===== config.mk =====
export PLATFORM = sky130hd
export DESIGN_NAME = ovns_alu
export DESIGN_NICKNAME = d
export VERILOG_FILES = /design/src/ovns_pkg.sv /design/src/ovns_alu.sv
export SDC_FILE = /design/constraint.sdc
export NUM_CORES = 1
export LEC_CHECK = 0
export BUFFER_PORTS_ARGS = -buffer_cell sky130_fd_sc_hd__buf_2
export CORE_MARGIN = 4
export CORE_UTILIZATION = 55
export CTS_CLUSTER_SIZE = 14
export DETAILED_ROUTE_END_ITERATION = 8
export PLACE_DENSITY_LB_ADDON = 0.08
export SYNTH_ARGS = -nofsm -noshare
export SYNTH_HDL_FRONTEND = slang
export SYNTH_SLANG_ARGS = --single-unit

===== constraint.sdc =====
create_clock -name clk -period 6.9 [get_ports clk]
set_input_delay 0.69 -clock clk [delete_from_list [all_inputs] [get_ports clk]]
set_output_delay 0.69 -clock clk [all_outputs]
set_load 0.01 [all_outputs]

===== src/ovns_pkg.sv =====
// Shared types, codes and constants of the octave value noise sampler.
package ovns_pkg;

	localparam int DATA_W          = 16;
	localparam int COORD_W         = 6;
	localparam int STATUS_W        = 2;
	localparam int CFG_DATA_W      = 7;
	localparam int CFG_INDEX_W     = 2;
	localparam int QUO_W           = 17;
	localparam int DCNT_W          = $clog2(QUO_W);
	localparam int S_TDATA_W       = 32;
	localparam int M_TDATA_W       = 16;

	localparam int DEF_MAX_SIDE    = 64;
	localparam int DEF_MAX_OCTAVES = 7;

	localparam logic [CFG_DATA_W-1:0] RST_GRID_WIDTH   = 7'd64;
	localparam logic [CFG_DATA_W-1:0] RST_GRID_HEIGHT  = 7'd64;
	localparam logic [2:0]            RST_OCTAVE_COUNT = 3'd6;
	localparam logic [2:0]            RST_MIN_OCTAVE   = 3'd0;

	localparam logic KIND_STORE = 1'b0;
	localparam logic KIND_QUERY = 1'b1;

	localparam logic [STATUS_W-1:0] STATUS_OK      = 2'd0;
	localparam logic [STATUS_W-1:0] STATUS_OUTSIDE = 2'd1;
	localparam logic [STATUS_W-1:0] STATUS_EMPTY   = 2'd2;

	typedef enum logic [CFG_INDEX_W-1:0] {
		REG_GRID_WIDTH   = 2'd0,
		REG_GRID_HEIGHT  = 2'd1,
		REG_OCTAVE_COUNT = 2'd2,
		REG_MIN_OCTAVE   = 2'd3
	} cfg_reg_t;

	typedef enum logic [2:0] {
		ALU_HOLD,
		ALU_MUL,
		ALU_MAC,
		ALU_LOAD,
		ALU_DIV
	} alu_op_t;

	typedef struct packed {
		alu_op_t op;
	} alu_ctl_t;

	typedef enum logic [3:0] {
		ST_IDLE,
		ST_CHECK,
		ST_OCT,
		ST_RD0,
		ST_RD1,
		ST_RD2,
		ST_RD3,
		ST_M0,
		ST_M1,
		ST_M2,
		ST_M3,
		ST_DIVI,
		ST_DIV,
		ST_OUT
	} seq_state_t;

	typedef struct packed {
		logic                push;
		logic [DATA_W-1:0]   noise;
		logic [STATUS_W-1:0] status;
	} res_t;

endpackage


===== src/ovns_alu.sv =====
// Shared unit: multiply, multiply-accumulate, load and restoring divide step.
module ovns_alu #(
	parameter int RW = 30,
	parameter int TW = 22,
	parameter int PW = 7
) (
	input  logic               clk,
	input  ovns_pkg::alu_ctl_t ctl,
	input  logic [RW-1:0]      a,
	input  logic [PW-1:0]      b,
	output logic [RW-1:0]      acc,
	output logic               ge
);

	localparam int MW = TW + PW;

	logic [RW-1:0] acc_q;
	logic [MW-1:0] prod;

	assign prod = MW'(a[TW-1:0]) * MW'(b);
	// divide step: a carries the shifted divisor
	assign ge   = (acc_q >= a);

	always_ff @(posedge clk) begin
		unique case (ctl.op)
			ovns_pkg::ALU_HOLD: acc_q <= acc_q;
			ovns_pkg::ALU_MUL:  acc_q <= RW'(prod);
			ovns_pkg::ALU_MAC:  acc_q <= acc_q + RW'(prod);
			ovns_pkg::ALU_LOAD: acc_q <= a;
			ovns_pkg::ALU_DIV:  acc_q <= ge ? (acc_q - a) : acc_q;
			default:            acc_q <= acc_q;
		endcase
	end

	assign acc = acc_q;

endmodule


==> impl_results.md <==
- Number of clock sinks: 30
- Root buffer cell: clkbuf_16
- Yosys cell types: 71
- CP endpoint kind: flip-flop
- Post-route ant nets: 0
- Layout cells sized above 1: 18.7%
- CTS tree: built
- Adder-cell share of the synthesized area: 35.5%
- Fin nets: 1542
- Vias: 8778
- Starting Density: 56.5%
- Pin count of the biggest net entering global routing: 29
- Synth Cell Area: 9440 um2
- Syn-to-layout area delta: 17.9%
- Crit path cell chain: buf_2, and2_1, fa_1, fa_1, fa_1, inv_1, fa_1, inv_1, ha_4, a211o_1, o311a_1, o21ai_2, nor2b_4, xnor2_2, ha_1, a211oi_2, nor2_1, a211o_1, o311ai_4, o21ai_2, a211oi_2, a21oi_2, xor2_1, a221o_1
- Min Tclk post-route: 6.64 ns
- Compound-Gate Fraction of Synth Area: 22.6%
- CTS H-tree lvls: 2
- Critical Path Most Common Cell: fa_1
- Main synth FF type: edfxtp_1
- Critical path's largest stage delay: 0.56 ns
- Global-route wire length before repair: 43000 um
- Register area share after synthesis: 9.54%
- CP Buf/Inv Count: 3
- CP delay by family, top: compound AO/OA/AOI/OAI gates
- Maximum fanout along the worst path: 11
- Area contributors post-synth: fa_1 (21%), ha_1 (14%), edfxtp_1 (9.5%)
- DRC violations left: 0
- Slew HR: 30.2%
- FILL cells: 1458
- Xor and xnor area share after synthesis: 7.05%
- Slowest stage cell, crit path: fa_1
- DRT iter0 DRCs: 649
- Synth warn: 0
- Worst-path clk slew: 0.06 ns
- Fmax: 0.151 GHz
- Number of global-route vias before repair: 8599
- Total gr overflow: 0
- Critical path class: in -> reg
- Critical Path AT: 6.67 ns
- Routed wire per std cell: 17.4 um
- Crit path required time: 6.93 ns
- Most common cell in the netlist: inv_1
- Final Cell Area: 11100 um2
- Hold Crit Class: in -> reg
- Total Routing Usage GR: 27.1%
- Mux cell area share after synthesis: 0.424%
- Share of the synthesized area in the top cell type: 21.4%
- Cell count after synthesis: 1138
- Core Region: 16700 um2
- Pins Over Slew Limit: 0
- Post-synthesis simple-gate area fraction: 17.4%
- Placed instance area: 10800 um2
- GP Congestion: 1.00
- Largest family of logic cells by synthesized area: adder cells
- RSZ-0062 raised after global routing: yes
- # rows: 47
- Startpoint types: input port
- Antenna violations before repair: 0
- Synth Register Bits: 30
- Worst-case clock buffer depth: 2
- Routed vias/inst: 5.80
- Syn Area/Cell: 8.30 um2
- Clk_lat worst skew: 0.29 ns
- Max cap viols: 0
- Setup Skew: 0.00999 ns
- Max reg flops: 30
- Setup violations, final: 0
- Hpwl dp: 21500 um
- Top Ports: 72
- Antenna diode count: 0
- Tightest Pin Transition: 1.04 ns
- Post-synth EDFFs: 30
- Count of final hold-check violations: 0
- Port buffer count: 71
- Hold buffers post-CTS: 0
- Post-synth ARST share: 0%
- Status: finished clean
- Total wire length: 26300 um
- Synth top cells by count: inv_1 (150), and2_1 (111), ha_1 (106)
- Die Ht: 139 um
- Chip width: 139 um
- Hold WS: 0.740 ns
- Initial DRT Pass Iterations: 5
- Fin crit share: 96.2%
- CTS Buf Count: 5
- Syn Nets: 1386
- Die ar.: 19300 um2
- Synth area leader: fa_1
[layer usage]
layer | routed length, um | GRT usage (%)
met1 | 10900 | 35.3
met2 | 13200 | 48.0
met3 | 1390 | 2.62
met4 | 848 | 7.83
met5 | 0 | 0
[cell type report]
type                            count  area, um2  area share [%]
Clock buffer                        7        133            1.19
Timing Repair Buffer              188       1280            11.5
Tap cell                          220        275            2.47
Inverter                          151        567            5.09
Sequential cell                    30        901            8.09
Multi-Input combinational cell    918       7980            71.6
[through the flow]
stage	TNS (ns)	util, %	worst slack [ns]	std cells
3_5_place_dp	-0.789	64.4	-0.276	1498
4_1_cts	0	65.2	0.00284	1505
3_3_place_gp	-0.414	64.4	-0.194	1498
6_report	0	66.7	0.265	1514
2_1_floorplan	0	-	0.0108	1138
5_1_grt	-0.148	66.7	-0.0674	1514
[cells by family (layout without fill, tap and decap cells)]
kind of cell,count (synthesis),count (layout)
xor+xnor,76,76
compound gates,302,302
flops,30,30
mux,4,4
simple gates,329,329
buf+inv,190,346
fa+ha+maj,207,207
[repair_timing]
item	in CTS	in global routing
buffers inserted	0	8
gates resized for setup	0	35
endpoints found under the setup margin	0	10
[final timing paths]
path / startpoint / end / slack, ns / cells past startpoint
setup / recovery: b[4] / acc[29] / 0.26 / 24
hold reg to reg: acc[29] / acc[29] / 0.82 / 2
hold / removal: a[29] / acc[29] / 0.74 / 2
setup reg to reg: acc[0] / acc[16] / 2.78 / 15
[layout by cell type (no fill, tap or decap), drive strengths merged, types with 9 or more instances in the layout]
cell type and count:
nor2 52, o21ai 61, nand2 102, inv 151, xnor2 43, edfxtp 30
and2 111, clkbuf 9, fa 101, ha 106, xor2 33, a21oi 76
buf 186, o21a 19, o211ai 15, a211oi 10, a21o 44, nand3 16
nand4 9
Power is left out: the tool's default activity adds up to more than one toggle a clock period on the data nets, which glitch-free logic cannot reach.
