[src/ovns_pkg.sv]
// Shared types, codes and constants of the octave value noise sampler.
package ovns_pkg;

	localparam int DATA_W          = 16;
	localparam int COORD_W         = 6;
	localparam int STATUS_W        = 2;
	localparam int CFG_DATA_W      = 7;
	localparam int CFG_INDEX_W     = 2;
	localparam int QUO_W           = 17;
	localparam int DCNT_W          = $clog2(QUO_W);
	localparam int S_TDATA_W       = 32;
	localparam int M_TDATA_W       = 16;

	localparam int DEF_MAX_SIDE    = 64;
	localparam int DEF_MAX_OCTAVES = 7;

	localparam logic [CFG_DATA_W-1:0] RST_GRID_WIDTH   = 7'd64;
	localparam logic [CFG_DATA_W-1:0] RST_GRID_HEIGHT  = 7'd64;
	localparam logic [2:0]            RST_OCTAVE_COUNT = 3'd6;
	localparam logic [2:0]            RST_MIN_OCTAVE   = 3'd0;

	localparam logic KIND_STORE = 1'b0;
	localparam logic KIND_QUERY = 1'b1;

	localparam logic [STATUS_W-1:0] STATUS_OK      = 2'd0;
	localparam logic [STATUS_W-1:0] STATUS_OUTSIDE = 2'd1;
	localparam logic [STATUS_W-1:0] STATUS_EMPTY   = 2'd2;

	typedef enum logic [CFG_INDEX_W-1:0] {
		REG_GRID_WIDTH   = 2'd0,
		REG_GRID_HEIGHT  = 2'd1,
		REG_OCTAVE_COUNT = 2'd2,
		REG_MIN_OCTAVE   = 2'd3
	} cfg_reg_t;

	typedef enum logic [2:0] {
		ALU_HOLD,
		ALU_MUL,
		ALU_MAC,
		ALU_LOAD,
		ALU_DIV
	} alu_op_t;

	typedef struct packed {
		alu_op_t op;
	} alu_ctl_t;

	typedef enum logic [3:0] {
		ST_IDLE,
		ST_CHECK,
		ST_OCT,
		ST_RD0,
		ST_RD1,
		ST_RD2,
		ST_RD3,
		ST_M0,
		ST_M1,
		ST_M2,
		ST_M3,
		ST_DIVI,
		ST_DIV,
		ST_OUT
	} seq_state_t;

	typedef struct packed {
		logic                push;
		logic [DATA_W-1:0]   noise;
		logic [STATUS_W-1:0] status;
	} res_t;

endpackage

[src/ovns_seq.sv]
// Sequencer: octave loop, corner addressing, blend and divide scheduling.
module ovns_seq #(
	parameter int MAX_SIDE    = ovns_pkg::DEF_MAX_SIDE,
	parameter int MAX_OCTAVES = ovns_pkg::DEF_MAX_OCTAVES,
	parameter int GW          = $clog2(MAX_SIDE + 1),
	parameter int OW          = $clog2(MAX_OCTAVES + 1),
	parameter int CW          = $clog2(MAX_SIDE),
	parameter int AW          = $clog2(MAX_SIDE * MAX_SIDE),
	parameter int RW          = ovns_pkg::DATA_W + 2 * MAX_OCTAVES,
	parameter int TW          = ovns_pkg::DATA_W + MAX_OCTAVES - 1,
	parameter int PW          = MAX_OCTAVES
) (
	input  logic                         clk,
	input  logic                         arst_n,
	input  logic                         in_valid,
	output logic                         in_ready,
	input  logic                         in_kind,
	input  logic [ovns_pkg::COORD_W-1:0] in_col,
	input  logic [ovns_pkg::COORD_W-1:0] in_row,
	input  logic [ovns_pkg::DATA_W-1:0]  in_sample,
	input  logic [GW-1:0]                w_eff,
	input  logic [GW-1:0]                h_eff,
	input  logic [OW-1:0]                cnt_eff,
	input  logic [2:0]                   min_oct,
	input  logic                         out_free,
	output ovns_pkg::res_t               res,
	output logic                         mem_we,
	output logic [AW-1:0]                mem_waddr,
	output logic [ovns_pkg::DATA_W-1:0]  mem_wdata,
	output logic [AW-1:0]                mem_raddr,
	input  logic [ovns_pkg::DATA_W-1:0]  mem_rdata,
	output ovns_pkg::alu_ctl_t           alu_ctl,
	output logic [RW-1:0]                alu_a,
	output logic [PW-1:0]                alu_b,
	input  logic [RW-1:0]                alu_acc,
	input  logic                         alu_ge
);

	localparam int XW = (GW > ovns_pkg::COORD_W) ? GW : ovns_pkg::COORD_W;
	localparam int KW = (OW > 3) ? OW : 3;
	localparam int LW = XW + MAX_OCTAVES;
	localparam int SW = RW - 1;
	localparam int DCNT_LOCAL_W = ovns_pkg::DCNT_W;

	function automatic logic [AW-1:0] grid_addr(input logic [CW-1:0] c,
		input logic [CW-1:0] r);
		return AW'(r) * AW'(MAX_SIDE) + AW'(c);
	endfunction

	ovns_pkg::seq_state_t state_q, state_d;

	logic [ovns_pkg::COORD_W-1:0]  col_q, row_q;
	logic [OW-1:0]                 o_q;
	logic [GW-1:0]                 pmx_q, pmy_q;
	logic [CW-1:0]                 c0_q, c1_q, r0_q, r1_q;
	logic [PW-1:0]                 p_q, fx_q, fy_q;
	logic [TW-1:0]                 top_q, bot_q;
	logic [SW-1:0]                 sum_q;
	logic [RW-1:0]                 dv_q;
	logic [DCNT_LOCAL_W-1:0]       dcnt_q;
	logic [ovns_pkg::QUO_W-1:0]    q_q;
	logic [ovns_pkg::DATA_W-1:0]   noise_q;
	logic [ovns_pkg::STATUS_W-1:0] status_q;

	logic [XW-1:0]  col_x, row_x;
	logic [LW-1:0]  lmask;
	logic [XW-1:0]  c0_x, r0_x;
	logic [GW:0]    c1_s, r1_s, c1_w, r1_w;
	logic [GW:0]    pmx_dbl, pmy_dbl;
	logic [GW-1:0]  pmx_n, pmy_n;
	logic           outside, empty, below_min, oct_done, store_ok;
	logic [RW-1:0]  t1, tot, num;
	logic [ovns_pkg::QUO_W-1:0] q_n;

	// octave geometry for the current o_q
	assign col_x   = XW'(col_q);
	assign row_x   = XW'(row_q);
	assign lmask   = (LW'(1) << o_q) - LW'(1);
	assign c0_x    = col_x & ~lmask[XW-1:0];
	assign r0_x    = row_x & ~lmask[XW-1:0];
	// next corner: c0 + (2^o mod w), wrapped once
	assign c1_s    = (GW+1)'(c0_x) + (GW+1)'(pmx_q);
	assign r1_s    = (GW+1)'(r0_x) + (GW+1)'(pmy_q);
	assign c1_w    = (c1_s >= (GW+1)'(w_eff)) ? c1_s - (GW+1)'(w_eff) : c1_s;
	assign r1_w    = (r1_s >= (GW+1)'(h_eff)) ? r1_s - (GW+1)'(h_eff) : r1_s;
	// 2^(o+1) mod w from 2^o mod w
	assign pmx_dbl = {pmx_q, 1'b0};
	assign pmy_dbl = {pmy_q, 1'b0};
	assign pmx_n   = GW'((pmx_dbl >= (GW+1)'(w_eff)) ? pmx_dbl - (GW+1)'(w_eff) : pmx_dbl);
	assign pmy_n   = GW'((pmy_dbl >= (GW+1)'(h_eff)) ? pmy_dbl - (GW+1)'(h_eff) : pmy_dbl);

	assign outside   = (XW'(col_q) >= XW'(w_eff)) || (XW'(row_q) >= XW'(h_eff));
	assign empty     = (KW'(min_oct) >= KW'(cnt_eff));
	assign below_min = (KW'(o_q) < KW'(min_oct));
	assign oct_done  = (o_q == cnt_eff);
	assign store_ok  = (XW'(in_col) < XW'(MAX_SIDE)) && (XW'(in_row) < XW'(MAX_SIDE));

	// total weight 2^(cnt-1) * (2^cnt - 2^min), numerator 2*sum + tot
	assign t1  = (RW'(1) << cnt_eff) - (RW'(1) << min_oct);
	assign tot = t1 << (cnt_eff - OW'(1));
	assign num = {sum_q, 1'b0} + tot;
	assign q_n = {q_q[ovns_pkg::QUO_W-2:0], alu_ge};

	assign mem_waddr = grid_addr(CW'(in_col), CW'(in_row));
	assign mem_wdata = in_sample;

	always_ff @(posedge clk or negedge arst_n) begin
		if (!arst_n) begin
			state_q <= ovns_pkg::ST_IDLE;
		end else begin
			state_q <= state_d;
		end
	end

	always_comb begin
		state_d     = state_q;
		in_ready    = 1'b0;
		mem_we      = 1'b0;
		mem_raddr   = grid_addr(c0_q, r0_q);
		alu_ctl.op  = ovns_pkg::ALU_HOLD;
		alu_a       = '0;
		alu_b       = '0;
		res.push    = 1'b0;
		res.noise   = noise_q;
		res.status  = status_q;
		unique case (state_q)
			ovns_pkg::ST_IDLE: begin
				in_ready = 1'b1;
				if (in_valid) begin
					if (in_kind == ovns_pkg::KIND_QUERY) begin
						state_d = ovns_pkg::ST_CHECK;
					end else begin
						mem_we = store_ok;
					end
				end
			end
			ovns_pkg::ST_CHECK: begin
				state_d = (outside || empty) ? ovns_pkg::ST_OUT : ovns_pkg::ST_OCT;
			end
			ovns_pkg::ST_OCT: begin
				if (oct_done) begin
					state_d = ovns_pkg::ST_DIVI;
				end else if (!below_min) begin
					state_d = ovns_pkg::ST_RD0;
				end
			end
			ovns_pkg::ST_RD0: begin
				mem_raddr = grid_addr(c0_q, r0_q);
				state_d   = ovns_pkg::ST_RD1;
			end
			ovns_pkg::ST_RD1: begin
				mem_raddr  = grid_addr(c1_q, r0_q);
				alu_ctl.op = ovns_pkg::ALU_MUL;
				alu_a      = RW'(mem_rdata);
				alu_b      = p_q - fx_q;
				state_d    = ovns_pkg::ST_RD2;
			end
			ovns_pkg::ST_RD2: begin
				mem_raddr  = grid_addr(c0_q, r1_q);
				alu_ctl.op = ovns_pkg::ALU_MAC;
				alu_a      = RW'(mem_rdata);
				alu_b      = fx_q;
				state_d    = ovns_pkg::ST_RD3;
			end
			ovns_pkg::ST_RD3: begin
				mem_raddr  = grid_addr(c1_q, r1_q);
				alu_ctl.op = ovns_pkg::ALU_MUL;
				alu_a      = RW'(mem_rdata);
				alu_b      = p_q - fx_q;
				state_d    = ovns_pkg::ST_M0;
			end
			ovns_pkg::ST_M0: begin
				alu_ctl.op = ovns_pkg::ALU_MAC;
				alu_a      = RW'(mem_rdata);
				alu_b      = fx_q;
				state_d    = ovns_pkg::ST_M1;
			end
			ovns_pkg::ST_M1: begin
				alu_ctl.op = ovns_pkg::ALU_MUL;
				alu_a      = RW'(top_q);
				alu_b      = p_q - fy_q;
				state_d    = ovns_pkg::ST_M2;
			end
			ovns_pkg::ST_M2: begin
				alu_ctl.op = ovns_pkg::ALU_MAC;
				alu_a      = RW'(bot_q);
				alu_b      = fy_q;
				state_d    = ovns_pkg::ST_M3;
			end
			ovns_pkg::ST_M3: begin
				state_d = ovns_pkg::ST_OCT;
			end
			ovns_pkg::ST_DIVI: begin
				alu_ctl.op = ovns_pkg::ALU_LOAD;
				alu_a      = num;
				state_d    = ovns_pkg::ST_DIV;
			end
			ovns_pkg::ST_DIV: begin
				alu_ctl.op = ovns_pkg::ALU_DIV;
				alu_a      = dv_q;
				if (dcnt_q == '0) begin
					state_d = ovns_pkg::ST_OUT;
				end
			end
			ovns_pkg::ST_OUT: begin
				res.push = 1'b1;
				if (out_free) begin
					state_d = ovns_pkg::ST_IDLE;
				end
			end
			default: begin
				state_d = ovns_pkg::ST_IDLE;
			end
		endcase
	end

	always_ff @(posedge clk or negedge arst_n) begin
		if (!arst_n) begin
			o_q <= '0;
		end else begin
			unique case (state_q)
				ovns_pkg::ST_CHECK: o_q <= '0;
				ovns_pkg::ST_OCT:   o_q <= (!oct_done && below_min) ? o_q + OW'(1) : o_q;
				ovns_pkg::ST_M3:    o_q <= o_q + OW'(1);
				default:            o_q <= o_q;
			endcase
		end
	end

	always_ff @(posedge clk) begin
		unique case (state_q)
			ovns_pkg::ST_IDLE: begin
				if (in_valid && in_kind == ovns_pkg::KIND_QUERY) begin
					col_q <= in_col;
					row_q <= in_row;
				end
			end
			ovns_pkg::ST_CHECK: begin
				noise_q  <= '0;
				status_q <= outside ? ovns_pkg::STATUS_OUTSIDE :
				            empty   ? ovns_pkg::STATUS_EMPTY : ovns_pkg::STATUS_OK;
				pmx_q    <= (w_eff == GW'(1)) ? '0 : GW'(1);
				pmy_q    <= (h_eff == GW'(1)) ? '0 : GW'(1);
				sum_q    <= '0;
			end
			ovns_pkg::ST_OCT: begin
				if (!oct_done) begin
					if (below_min) begin
						pmx_q <= pmx_n;
						pmy_q <= pmy_n;
					end else begin
						c0_q <= CW'(c0_x);
						r0_q <= CW'(r0_x);
						c1_q <= CW'(c1_w);
						r1_q <= CW'(r1_w);
						fx_q <= PW'(col_x & lmask[XW-1:0]);
						fy_q <= PW'(row_x & lmask[XW-1:0]);
						p_q  <= PW'(1) << o_q;
					end
				end
			end
			ovns_pkg::ST_RD3: top_q <= TW'(alu_acc);
			ovns_pkg::ST_M1:  bot_q <= TW'(alu_acc);
			ovns_pkg::ST_M3: begin
				// Horner over octaves: lower octaves end up shifted further
				sum_q <= {sum_q[SW-2:0], 1'b0} + SW'(alu_acc);
				pmx_q <= pmx_n;
				pmy_q <= pmy_n;
			end
			ovns_pkg::ST_DIVI: begin
				dv_q   <= tot << ovns_pkg::QUO_W;
				dcnt_q <= DCNT_LOCAL_W'(ovns_pkg::QUO_W - 1);
				q_q    <= '0;
			end
			ovns_pkg::ST_DIV: begin
				q_q    <= q_n;
				dv_q   <= dv_q >> 1;
				dcnt_q <= dcnt_q - DCNT_LOCAL_W'(1);
				if (dcnt_q == '0) begin
					noise_q  <= q_n[ovns_pkg::QUO_W-1] ? '1 : q_n[ovns_pkg::DATA_W-1:0];
					status_q <= ovns_pkg::STATUS_OK;
				end
			end
			default: begin
			end
		endcase
	end

endmodule

[config.mk]
export PLATFORM = sky130hd
export DESIGN_NAME = ovns_seq
export DESIGN_NICKNAME = d
export VERILOG_FILES = /design/src/ovns_pkg.sv /design/src/ovns_seq.sv
export SDC_FILE = /design/constraint.sdc
export NUM_CORES = 1
export LEC_CHECK = 0
export BUFFER_PORTS_ARGS = -buffer_cell sky130_fd_sc_hd__buf_4
export CORE_UTILIZATION = 59
export CTS_CLUSTER_DIAMETER = 40
export DETAILED_ROUTE_END_ITERATION = 10
export HOLD_SLACK_MARGIN = 0.1
export PLACE_DENSITY = 0.9
export SLEW_MARGIN = 10
export SYNTH_ARGS = -nofsm -noshare
export SYNTH_HDL_FRONTEND = slang
export SYNTH_SLANG_ARGS = --single-unit
[constraint.sdc]
create_clock -name clk -period 7.6 [get_ports clk]
set_input_delay 1.52 -clock clk [delete_from_list [all_inputs] [get_ports clk]]
set_output_delay 1.52 -clock clk [all_outputs]
set_load 0.01 [all_outputs]
==> results of run 1 <==
[repair_timing]
item | 4_1_cts | 5_1_grt
endpoints found under the hold margin | 0 | 0
buffers inserted | 1 | 9
setup endpoints to repair | 15 | 19
pin swaps | 3 | 29
gates resized for setup | 20 | 78
hold buffers | 0 | 0
[sequential cells by signal, summed over array words and instances (netlist names), 7 cells and up]
signal / flops
bot_q: 22
dv_q: 30
noise_q: 16
p_q: 7
pmx_q: 7
pmy_q: 7
q_q: 16
sum_q: 29
top_q: 22
[worst max-delay path, stage by stage]
cell and delay [ns]:
buf_4 0.14, inv_2 0.08, ha_1 0.17, nand2_1 0.06, ha_1 0.24, buf_4 0.15, fa_2 0.37, nor2b_4 0.14
o211ai_2 0.10, a21oi_4 0.24, o21ai_1 0.16, a31oi_2 0.25, mux2i_1 0.12, nand2_1 0.11, nand2_1 0.09, ha_1 0.33
o211ai_1 0.13, o211a_1 0.28, nor3_4 0.29, o211ai_1 0.15, buf_4 0.17, and2_4 0.16, o21ai_2 0.14, nor2_2 0.06
o31ai_2 0.22, buf_4 0.16
[worst max-delay path by stage]
stage,start,endpoint,slack (ns),depth (start not counted)
6_report,cnt_eff[0],alu_a[21],0.005,26
5_1_grt,cnt_eff[0],alu_a[23],-0.17,26
4_1_cts,cnt_eff[1],alu_a[26],0.002,26
3_5_place_dp,cnt_eff[1],alu_a[27],-0.36,24
3_3_place_gp,cnt_eff[1],alu_a[27],-0.17,24
2_1_floorplan,cnt_eff[0],alu_a[21],0.23,22
[Yosys cell counts, types with 7 or more instances]
master and number:
buf_4 28, edfxtp_1 211, o21bai_1 12, mux2_2 26, o21a_1 11, a211oi_1 20
a21o_1 41, inv_1 74, nand3_1 29, nand2b_1 19, clkbuf_1 33, o31ai_1 11
nand2_1 81, nand4_1 13, and2_1 59, nor3_1 27, a22oi_1 16, ha_1 141
xor2_1 32, fa_1 11, a21oi_1 96, mux2i_1 32, o211ai_1 9, xnor2_1 49
nor2b_1 23, a31oi_1 16, dfrtp_1 7, nor2_1 156, or3_1 9, or2_2 8
o21ai_0 71, and3_1 10
[power groups by stage]
stage                     clock [mW]  combinational [mW]  sequential [mW]
after floorplan                    0                2.54             1.84
after global placement             0                3.41             1.92
after detailed placement           0                3.57             1.93
after CTS                       1.56                3.65             1.91
after global routing            1.62                4.17             1.95
final                           1.56                3.85             1.93
[through the flow]
step	setup TNS [ns]	power [mW]
finish	0	7.339
global placement	-0.6189	5.330
floorplan	0	4.386
CTS	0	7.125
global route	-1.503	7.732
detailed placement	-2.911	5.496
[layout make-up]
type	count	area, µm²	area share
sequential	218	6511	0.3462
multi-input combinational	1117	8517	0.4529
clock buffer	36	879.6	0.04677
timing repair buffer	255	1931	0.1027
clock inverter	24	270.3	0.01437
tap	330	412.9	0.02196
inverter	75	284.0	0.01510
[routing by layer]
| layer | share of wire | track usage |
|---|---|---|
| met5 | 0 | 0 |
| met3 | 0.081 | 0.05067 |
| met4 | 0.046 | 0.1359 |
| met1 | 0.40 | 0.4142 |
| met2 | 0.47 | 0.4932 |
[cells by family after synthesis]
| group | share of synthesized area |
|---|---|
| compound gates | 0.1618 |
| xor+xnor | 0.04655 |
| fa+ha+maj | 0.1302 |
| buf+inv | 0.04335 |
| flops | 0.4273 |
| mux | 0.04220 |
| simple gates | 0.1486 |
==> results.md, run 1 <==
* Status: finished clean
* Share of the synthesized area in the top cell type at 0.4158
* Mean Syn Cell Area at 10.29 µm²
* Share of cells above drive strength 1 at 0.2539
* Die width at about 160 µm
* Most frequent cells in the layout: buf_4, edfxtp_1, nor2_1, ha_1, a21oi_1
* Die height at 162.7 µm
* Placed cells at ~2,000
* Hold EP: dv_q[2]
* Worst Skew at 0.03317 ns
* Worst relative slew slack at 0.4289
* Nets@finish at 1,953
* Vias in the first global route at ~13,000
* Area growth syn-to-layout at 23.40%
* Vias at roughly 13,000
* Clock slew at reported path FFs at 0.06 ns
* Fin crit period at approximately 7.6 ns
* DR pass1 iterations at 7
* Diode count at 0
* Placed inst area at 17,130 µm²
* DRC Markers at 0
* Drt initial violations at 1,352
* #FFs+latches synth at approximately 220
* Total die area at around 26,000 µm²
* Net Sw Power at slightly below 3 mW
* R2R depth at 18
* R2r setup slk at 2.65 ns
* Synth Cell Area at between 15,000 and 20,000 µm²
* ANT nets after route at 0
* Starting density of the core at 0.6034
* Clk pwr share at 0.212
* Worst reg2reg startpoint: o_q[0]
* Sinks on the clock net at 218
* Area contributors post-synth: edfxtp_1, ha_1, nor2_1, a21oi_1, xnor2_1
* Initial antenna violation count at 0
* Total GRT Usage at 0.3087
* Largest net degree at the start of global routing at 45
* Avg WL per Cell at ~21 µm
* Post-Syn Instances at 1,481
* CTS tree: done
* Kind of start point of the critical path: input port
* Most common flop cell mapped by yosys: edfxtp_1
* Yosys top cell by area: edfxtp_1
* Port Buffers at 167
* Final instance area at 18,810 µm²
* CP endpoint kind: output pin
* Net Sw Frac at 0.4003
* Post-Route WL at 42,180 µm
* Part of the power in combinational logic at 0.525
* Worst setup margin at 0.005120 ns
* Non-Filler Instances at between 2,000 and 2,500
* Post-place setup slack at -0.3646 ns
* Routability cong. at 0.9810
* Final hold slack at between 0.5 and 0.6 ns
* Max-cap violations at 0
* Layout fillers at 1,581
* Global-route wire length before repair at 64,450 µm
* H-tree levels at 2
* Final Hold Fails at 0
* TritonCTS buffer count at 34
* Max FO, Critical Path at 4
* Root buffer cell: clkbuf_16
* Power Internal at 4.401 mW
* Critical path class: in2out
* Most common cell after layout, fill and taps aside: buf_4
* Slew Limit Fails at 0
* Synth Net Count at 1,733
* Rows at slightly below 60
* Core region area at 25,250 µm²
* Number of I/O pins at roughly 200
* Worst Hold Launch: dv_q[3]
* Max clock buf depth at 3
* Reg-to-reg endpoint: r1_q[3]
* Leakage Power at 7.846 nW
* Worst skew pair latency at 0.53 ns
* Worst Hold Class: reg2reg
* Critical Path RT at slightly above 6 ns
* Via density at 6.281
* Global route overflow at 0
* Tcrit/Tclk final at 0.9993
* Pwr Density at between 300 and 400 nW/µm²
* Fin util at 0.7446
* Asr flop ratio synth at 0.03211
* F_max at 131.7 MHz
* Unique cell type count in the Yosys netlist at 79
* Ys Warns at 0
* VDD IR-drop max at between 0.0002 and 0.0003 V
* Finish-stage setup viols at 0
* DP HPWL at around 30,000 µm
* Post-synth EDFFs at 211
* CP Data Arrival Time at approximately 6.1 ns
* Sequential power share at 0.263
* Sequential area share after synthesis at 0.4273
* Worst-Margin Slew at around 0.85 ns
* Hold depth at 1
Note: power is estimated with default switching activity, not from simulation.
==> run 2: changes to the inputs <==
--- a/config.mk
+++ b/config.mk
@@ -6,11 +6,11 @@
 export NUM_CORES = 1
 export LEC_CHECK = 0
 export BUFFER_PORTS_ARGS = -buffer_cell sky130_fd_sc_hd__buf_4
-export CORE_UTILIZATION = 59
+export CORE_UTILIZATION = 40
 export CTS_CLUSTER_DIAMETER = 40
 export DETAILED_ROUTE_END_ITERATION = 10
 export HOLD_SLACK_MARGIN = 0.1
-export PLACE_DENSITY = 0.9
+export PLACE_DENSITY = 0.68
 export SLEW_MARGIN = 10
 export SYNTH_ARGS = -nofsm -noshare
 export SYNTH_HDL_FRONTEND = slang
==> run 2 against run 1 <==
Compared with the run above:
- non-clock buffer count increased by 26
- register-to-register slack got worse by 0.11 ns
- sequential share of layout area decreased by 1.3 points
- routed wire length decreased by 0.25%
- maximum frequency increased by 1.0%
- critical endpoint is now alu_a[16]
- largest cell class unchanged
==> results.md, run 2 (synthesis gave the netlist of run 1 again) <==
* Avg WL per Cell at 18.49 µm (was 20.53 µm)
* DP HPWL at 30,890 µm (was 29,520 µm)
* Via density at 5.429 (was 6.281)
* CTS tree: done (unchanged)
* Core region area at 37,580 µm² (was 25,250 µm²)
* Worst Hold Class: reg2reg (unchanged)
* Power Internal at 4.627 mW (was 4.401 mW)
* Sinks on the clock net at 218 (unchanged)
* Initial antenna violation count at 0 (unchanged)
* Part of the power in combinational logic at 0.508 (was 0.525)
* Kind of start point of the critical path: input port (unchanged)
* Worst relative slew slack at 0.3466 (was 0.4289)
* Hold depth at 1 (unchanged)
* Non-Filler Instances at 2,276 (was 2,055)
* Total GRT Usage at 0.2145 (was 0.3087)
* TritonCTS buffer count at 40 (was 34)
* Leakage Power at 8.112 nW (was 7.846 nW)
* Port Buffers at 167 (unchanged)
* Share of cells above drive strength 1 at 0.2771 (was 0.2539)
* Routability cong. at 0.8999 (was 0.9810)
* Most common cell after layout, fill and taps aside: buf_4 (unchanged)
* Number of I/O pins at 201 (unchanged)
* Area growth syn-to-layout at 28.12% (was 23.40%)
* Starting density of the core at 0.4056 (was 0.6034)
* Post-place setup slack at -0.3027 ns (was -0.3646 ns)
* Critical Path Start: cnt_eff[1] (was cnt_eff[0])
* Clk pwr share at 0.241 (was 0.212)
* Biggest regs: dv_q: 30 flops, sum_q: 29 flops (unchanged)
* Placed cells at 2,186 (was 1,984)
* Root buffer cell: clkbuf_16 (unchanged)
* Tcrit/Tclk final at 0.9893 (was 0.9993)
* DR pass1 iterations at 7 (unchanged)
* Max FO, Critical Path at 4 (unchanged)
* Largest net degree at the start of global routing at 45 (unchanged)
* H-tree levels at 2 (unchanged)
* Sequential power share at 0.252 (was 0.263)
* Global route overflow at 0 (unchanged)
* Fin crit period at 7.519 ns (was 7.595 ns)
* Net Sw Power at 2.991 mW (was 2.938 mW)
* Net Sw Frac at 0.3926 (was 0.4003)
* Largest register by flop count: dv_q (unchanged)
* VDD IR-drop max at 0.0002070 V (was 0.0002826 V)
* R2r setup slk at 2.54 ns (was 2.65 ns)
* Global-route wire length before repair at 64,760 µm (was 64,450 µm)
* Vias in the first global route at 12,170 (was 12,650)
* Worst setup margin at 0.08134 ns (was 0.005120 ns)
* Max clock buf depth at 3 (unchanged)
* Die height at 197.2 µm (was 162.7 µm)
* Diode count at 0 (unchanged)
* Post-Route WL at 42,070 µm (was 42,180 µm)
* Pwr Density at 390.2 nW/µm² (was 390.3 nW/µm²)
* Reg-to-reg endpoint: r1_q[1] (was r1_q[3])
* Hold Buf Count CTS at 0 (unchanged)
* Worst reg2reg startpoint: o_q[0] (unchanged)
* Vias at 12,360 (was 12,910)
* Worst skew pair latency at 0.57 ns (was 0.53 ns)
* F_max at 133.0 MHz (was 131.7 MHz)
* R2R depth at 18 (unchanged)
* Die width at 197.2 µm (was 162.7 µm)
* Slew Limit Fails at 0 (unchanged)
* DRC Markers at 0 (unchanged)
* Nets@finish at 1,985 (was 1,953)
* ANT nets after route at 0 (unchanged)
* Critical path class: in2out (unchanged)
* CP endpoint kind: output pin (unchanged)
* Setup TNS at 0 ns (unchanged)
* Final Hold Fails at 0 (unchanged)
* Worst Hold Launch: dv_q[3] (unchanged)
* Clock slew at reported path FFs at 0.05 ns (was 0.06 ns)
* Critical Path RT at 6.08 ns (about the same)
* Worst Skew at 0.03182 ns (was 0.03317 ns)
* Finish-stage setup viols at 0 (unchanged)
* CP Data Arrival Time at 6.00 ns (was 6.07 ns)
* Rows at 71 (was 58)
* Hold EP: dv_q[2] (unchanged)
* Most frequent cells in the layout: buf_4, edfxtp_1, nor2_1, ha_1 (was buf_4, edfxtp_1, nor2_1, ha_1, a21oi_1)
* Status: finished clean (unchanged)
* Drt initial violations at 789 (was 1,352)
* Worst-Margin Slew at 0.9790 ns (was 0.8521 ns)
* Total die area at 38,880 µm² (was 26,480 µm²)
* Max-cap violations at 0 (unchanged)
* Max FFs per register at 30 (unchanged)
-- run 2: worst max path at each step --
stage	end	slack (ns)	cells after the start
detailed placement	alu_a[26]	-0.30	26
global route	alu_a[27]	-0.09	28
floorplan	alu_a[21]	0.23	22
CTS	alu_a[21]	0.006	25
global placement	alu_a[22]	-0.25	25
finish	alu_a[16]	0.08	25
-- run 2: timing repair --
| action | 4_1_cts | 5_1_grt |
|---|---|---|
| pin swaps | 16 | 39 |
| buffers inserted | 8 | 8 |
| setup endpoints to repair | 16 | 19 |
| gates resized for setup | 34 | 73 |
| endpoints found under the hold margin | 0 | 0 |
-- run 2: critical path, cell delays in order --
cell and delay (ns):
buf_4 0.13, inv_4 0.08, ha_4 0.13, nor2b_4 0.16, ha_4 0.21, nor2b_4 0.14
o2111ai_4 0.22, a31oi_4 0.13, o21ai_2 0.17, fa_1 0.47, nor2_1 0.13, a31oi_1 0.06
mux2i_1 0.25, a21o_1 0.24, ha_4 0.25, a21oi_4 0.15, o211ai_1 0.15, buf_4 0.18
nand3_4 0.07, o21ai_2 0.05, o21a_1 0.19, o41a_1 0.41, xnor2_2 0.16, o21ai_1 0.18
buf_4 0.15
-- run 2: per-layer routing --
metal | vias up | track usage | share of wire | wire (µm)
met5 | - | 0 | 0 | 0
met4 | 0 | 0.08613 | 0.033 | 1400
met3 | 82 | 0.03876 | 0.061 | 2547
met2 | 381 | 0.3399 | 0.45 | 19120
met1 | 5946 | 0.2895 | 0.45 | 19010
li1 | 5947 | - | - | -
-- run 2: final cells by class --
type | count | area (µm²)
timing repair buffer | 281 | 2113
inverter | 75 | 284.0
multi-input combinational | 1117 | 8588
clock buffer | 45 | 1050
tap | 511 | 639.4
fill | 3272 | 18050
sequential | 218 | 6511
clock inverter | 29 | 339.1
-- run 2: power groups by stage --
stage	sequential (mW)	clock, mW	combinational, mW
final	1.92	1.83	3.87
after CTS	1.91	1.87	3.74
after global placement	1.92	0	3.56
after detailed placement	1.93	0	3.64
after global routing	1.95	1.93	4.24
after floorplan	1.84	0	2.54
-- run 2: stage by stage --
step / power [mW] / cell area, µm² / util / hold slack, ns
3_3_place_gp: 5.484 / 17510 / 0.4661 / 0.5304
2_1_floorplan: 4.386 / 15240 / - / 0.5128
4_1_cts: 7.524 / 19100 / 0.5082 / 0.5495
6_report: 7.618 / 19530 / 0.5196 / 0.5482
3_5_place_dp: 5.573 / 17510 / 0.4661 / 0.5385
5_1_grt: 8.109 / 19530 / 0.5196 / 0.5727
==> run 3: changes to the inputs <==
--- a/config.mk
+++ b/config.mk
@@ -5,12 +5,12 @@
 export SDC_FILE = /design/constraint.sdc
 export NUM_CORES = 1
 export LEC_CHECK = 0
-export BUFFER_PORTS_ARGS = -buffer_cell sky130_fd_sc_hd__buf_4
-export CORE_UTILIZATION = 40
+export BUFFER_PORTS_ARGS = -buffer_cell sky130_fd_sc_hd__buf_2
+export CORE_UTILIZATION = 31
 export CTS_CLUSTER_DIAMETER = 40
 export DETAILED_ROUTE_END_ITERATION = 10
 export HOLD_SLACK_MARGIN = 0.1
-export PLACE_DENSITY = 0.68
+export PLACE_DENSITY = 0.57
 export SLEW_MARGIN = 10
 export SYNTH_ARGS = -nofsm -noshare
 export SYNTH_HDL_FRONTEND = slang
==> run 3 against run 2 <==
Compared with the run above:
- hold slack got worse by 0.0024 ns
- sequential power hardly changed
- critical path depth grew 2
- die area rose by 29%
- register-to-register slack better by 0.18 ns
- total power up 3.5%
- largest cell class unchanged
- largest power group unchanged
==> results.md, run 3 (synthesis gave the netlist of run 1 again) <==
* Status: finished clean (unchanged)
* Worst setup margin at 0.1196 ns (was 0.08134 ns)
* Pwr Density at 399.4 nW/µm² (was 390.2 nW/µm²)
* RSZ-0062 raised after global routing: true
* Biggest regs: dv_q: 30 flops, sum_q: 29 flops (unchanged)
* Global route overflow at 0 (unchanged)
* Worst skew pair latency at 0.60 ns (was 0.57 ns)
* ANT nets after route at 0 (unchanged)
* Clock slew at reported path FFs at 0.06 ns (was 0.05 ns)
* Die width at 223.7 µm (was 197.2 µm)
* Part of the power in combinational logic at 0.481 (was 0.508)
* Final hold slack at 0.5457 ns (was 0.5482 ns)
* H-tree levels at 2 (unchanged)
* Most common cell after layout, fill and taps aside: edfxtp_1 (was buf_4)
* Hold Buf Count CTS at 0 (unchanged)
* Core region area at 48,150 µm² (was 37,580 µm²)
* DR pass1 iterations at 5 (was 7)
* Vias at 12,230 (was 12,360)
* Global-route wire length before repair at 68,060 µm (was 64,760 µm)
* Port Buffers at 167 (unchanged)
* Post-place setup slack at -0.3512 ns (was -0.3027 ns)
* Total die area at 50,050 µm² (was 38,880 µm²)
* Final instance area at 19,750 µm² (was 19,530 µm²)
* Final Hold Fails at 0 (unchanged)
* VDD IR-drop max at 0.0001750 V (was 0.0002070 V)
* Buf+Inv Stages, Crit Path at 7 (was 4)
* Die height at 223.7 µm (was 197.2 µm)
* Worst Hold Launch: dv_q[12] (was dv_q[3])
* Net Sw Frac at 0.3907 (was 0.3926)
* Kind of start point of the critical path: input port (unchanged)
* Sequential power share at 0.243 (was 0.252)
* Clk pwr share at 0.275 (was 0.241)
* Fin crit period at 7.480 ns (was 7.519 ns)
* Routability cong. at 0.8634 (was 0.8999)
* Worst-Margin Slew at 1.016 ns (was 0.9790 ns)
* Diode count at 0 (unchanged)
* Total GRT Usage at 0.1750 (was 0.2145)
* Root buffer cell: clkbuf_16 (unchanged)
* Placed inst area at 17,470 µm² (was 17,510 µm²)
* Avg WL per Cell at 18.04 µm (was 18.49 µm)
* CP delay by family, top: adder cells (was compound AO/OA/AOI/OAI gates)
* DRC Markers at 0 (unchanged)
* Tcrit/Tclk final at 0.9843 (was 0.9893)
* Hold EP: dv_q[11] (was dv_q[2])
* F_max at 133.7 MHz (was 133.0 MHz)
* Slew Limit Fails at 0 (unchanged)
* Area growth syn-to-layout at 29.59% (was 28.12%)
* Net Sw Power at 3.081 mW (was 2.991 mW)
* R2r setup slk at 2.72 ns (was 2.54 ns)
* Max-cap violations at 0 (unchanged)
* Most frequent cells in the layout: edfxtp_1, buf_2, nor2_1, buf_4, ha_1 (was buf_4, edfxtp_1, nor2_1, ha_1)
* Initial antenna violation count at 0 (unchanged)
* Finish-stage setup viols at 0 (unchanged)
* Worst reg2reg startpoint: o_q[0] (unchanged)
* Max FO, Critical Path at 4 (unchanged)
* Starting density of the core at 0.3165 (was 0.4056)
* Setup TNS at 0 ns (unchanged)
* Worst path slowest cell: fa_2 (was fa_1)
* Critical Path RT at 6.08 ns (about the same)
* Share of cells above drive strength 1 at 0.2902 (was 0.2771)
* Worst Skew at 0.04174 ns (was 0.03182 ns)
* Worst relative slew slack at 0.3201 (was 0.3466)
* Drt initial violations at 720 (was 789)
* Non-Filler Instances at 2,455 (was 2,276)
* Rows at 80 (was 71)
* Fin util at 0.4102 (was 0.5196)
* Max clock buf depth at 3 (unchanged)
* Worst Hold Class: reg2reg (unchanged)
* Via density at 4.983 (was 5.429)
* Post-Route WL at 44,290 µm (was 42,070 µm)
* CTS tree: done (unchanged)
* Largest register by flop count: dv_q (unchanged)
* Critical path class: in2out (unchanged)
* Slowest stage delay, CP at 0.56 ns (was 0.47 ns)
* Power Internal at 4.806 mW (was 4.627 mW)
* Total power at 7.887 mW (was 7.618 mW)
* Max FFs per register at 30 (unchanged)
* CP Data Arrival Time at 5.96 ns (was 6.00 ns)
* Placed cells at 2,356 (was 2,186)
* Number of I/O pins at 201 (unchanged)
* DP HPWL at 32,630 µm (was 30,890 µm)
* Sinks on the clock net at 218 (unchanged)
* Leakage Power at 8.252 nW (was 8.112 nW)
* Layout fillers at 4,662 (was 3,272)
* Reg-to-reg endpoint: r1_q[1] (unchanged)
* Largest net degree at the start of global routing at 58 (was 45)
* Nets@finish at 2,013 (was 1,985)
* Hold depth at 1 (unchanged)
* R2R depth at 18 (unchanged)
* CP endpoint kind: output pin (unchanged)
* TritonCTS buffer count at 46 (was 40)
* Vias in the first global route at 12,210 (was 12,170)
run 3: cell types whose count changed in the layout (fill, tap and decap cells not counted), sizes merged:
| cell | previous run | this run |
|---|---|---|
| buf | 281 | 303 |
| bufinv | 4 | 8 |
| clkbuf | 45 | 47 |
| clkinv | 12 | 16 |
| clkinvlp | 4 | 1 |
| inv | 84 | 89 |
run 3: layer usage:
layer / wire (µm) / part of all wire / GRT usage
met5: 0 / 0 / 0
met4: 798 / 0.018 / 0.04706
met3: 1895 / 0.043 / 0.02991
met2: 20510 / 0.46 / 0.2857
met1: 21090 / 0.48 / 0.2383
run 3: worst max path at each step:
stage / startpoint / to / depth (start not counted)
6_report: cnt_eff[1] / alu_a[23] / 27
5_1_grt: min_oct[1] / alu_a[23] / 26
3_3_place_gp: cnt_eff[1] / alu_a[27] / 26
2_1_floorplan: cnt_eff[0] / alu_a[21] / 22
3_5_place_dp: cnt_eff[1] / alu_a[27] / 26
4_1_cts: cnt_eff[0] / alu_a[22] / 26
run 3: repair_timing:
item,4_1_cts,5_1_grt
pin swaps,17,35
gates cloned,0,0
hold endpoints to repair,0,0
endpoints found under the setup margin,18,19
buffers inserted,3,11
resized for setup,38,82
run 3: final cells by class:
class / instances / area [µm²] / area share
clock buffer: 47 / 1155 / 0.05848
clock inverter: 39 / 513.0 / 0.02598
inverter: 75 / 286.5 / 0.01451
multi-input combinational: 1117 / 8566 / 0.4337
sequential: 218 / 6511 / 0.3297
tap: 656 / 820.8 / 0.04156
timing repair buffer: 303 / 1897 / 0.09605
run 3: power groups by stage:
stage	Combinational (mW)	Clock (mW)	Sequential [mW]
final	3.80	2.17	1.92
after detailed placement	3.63	0	1.94
after floorplan	2.54	0	1.84
after global placement	3.56	0	1.93
after global routing	4.19	2.26	1.95
after CTS	3.71	2.22	1.92
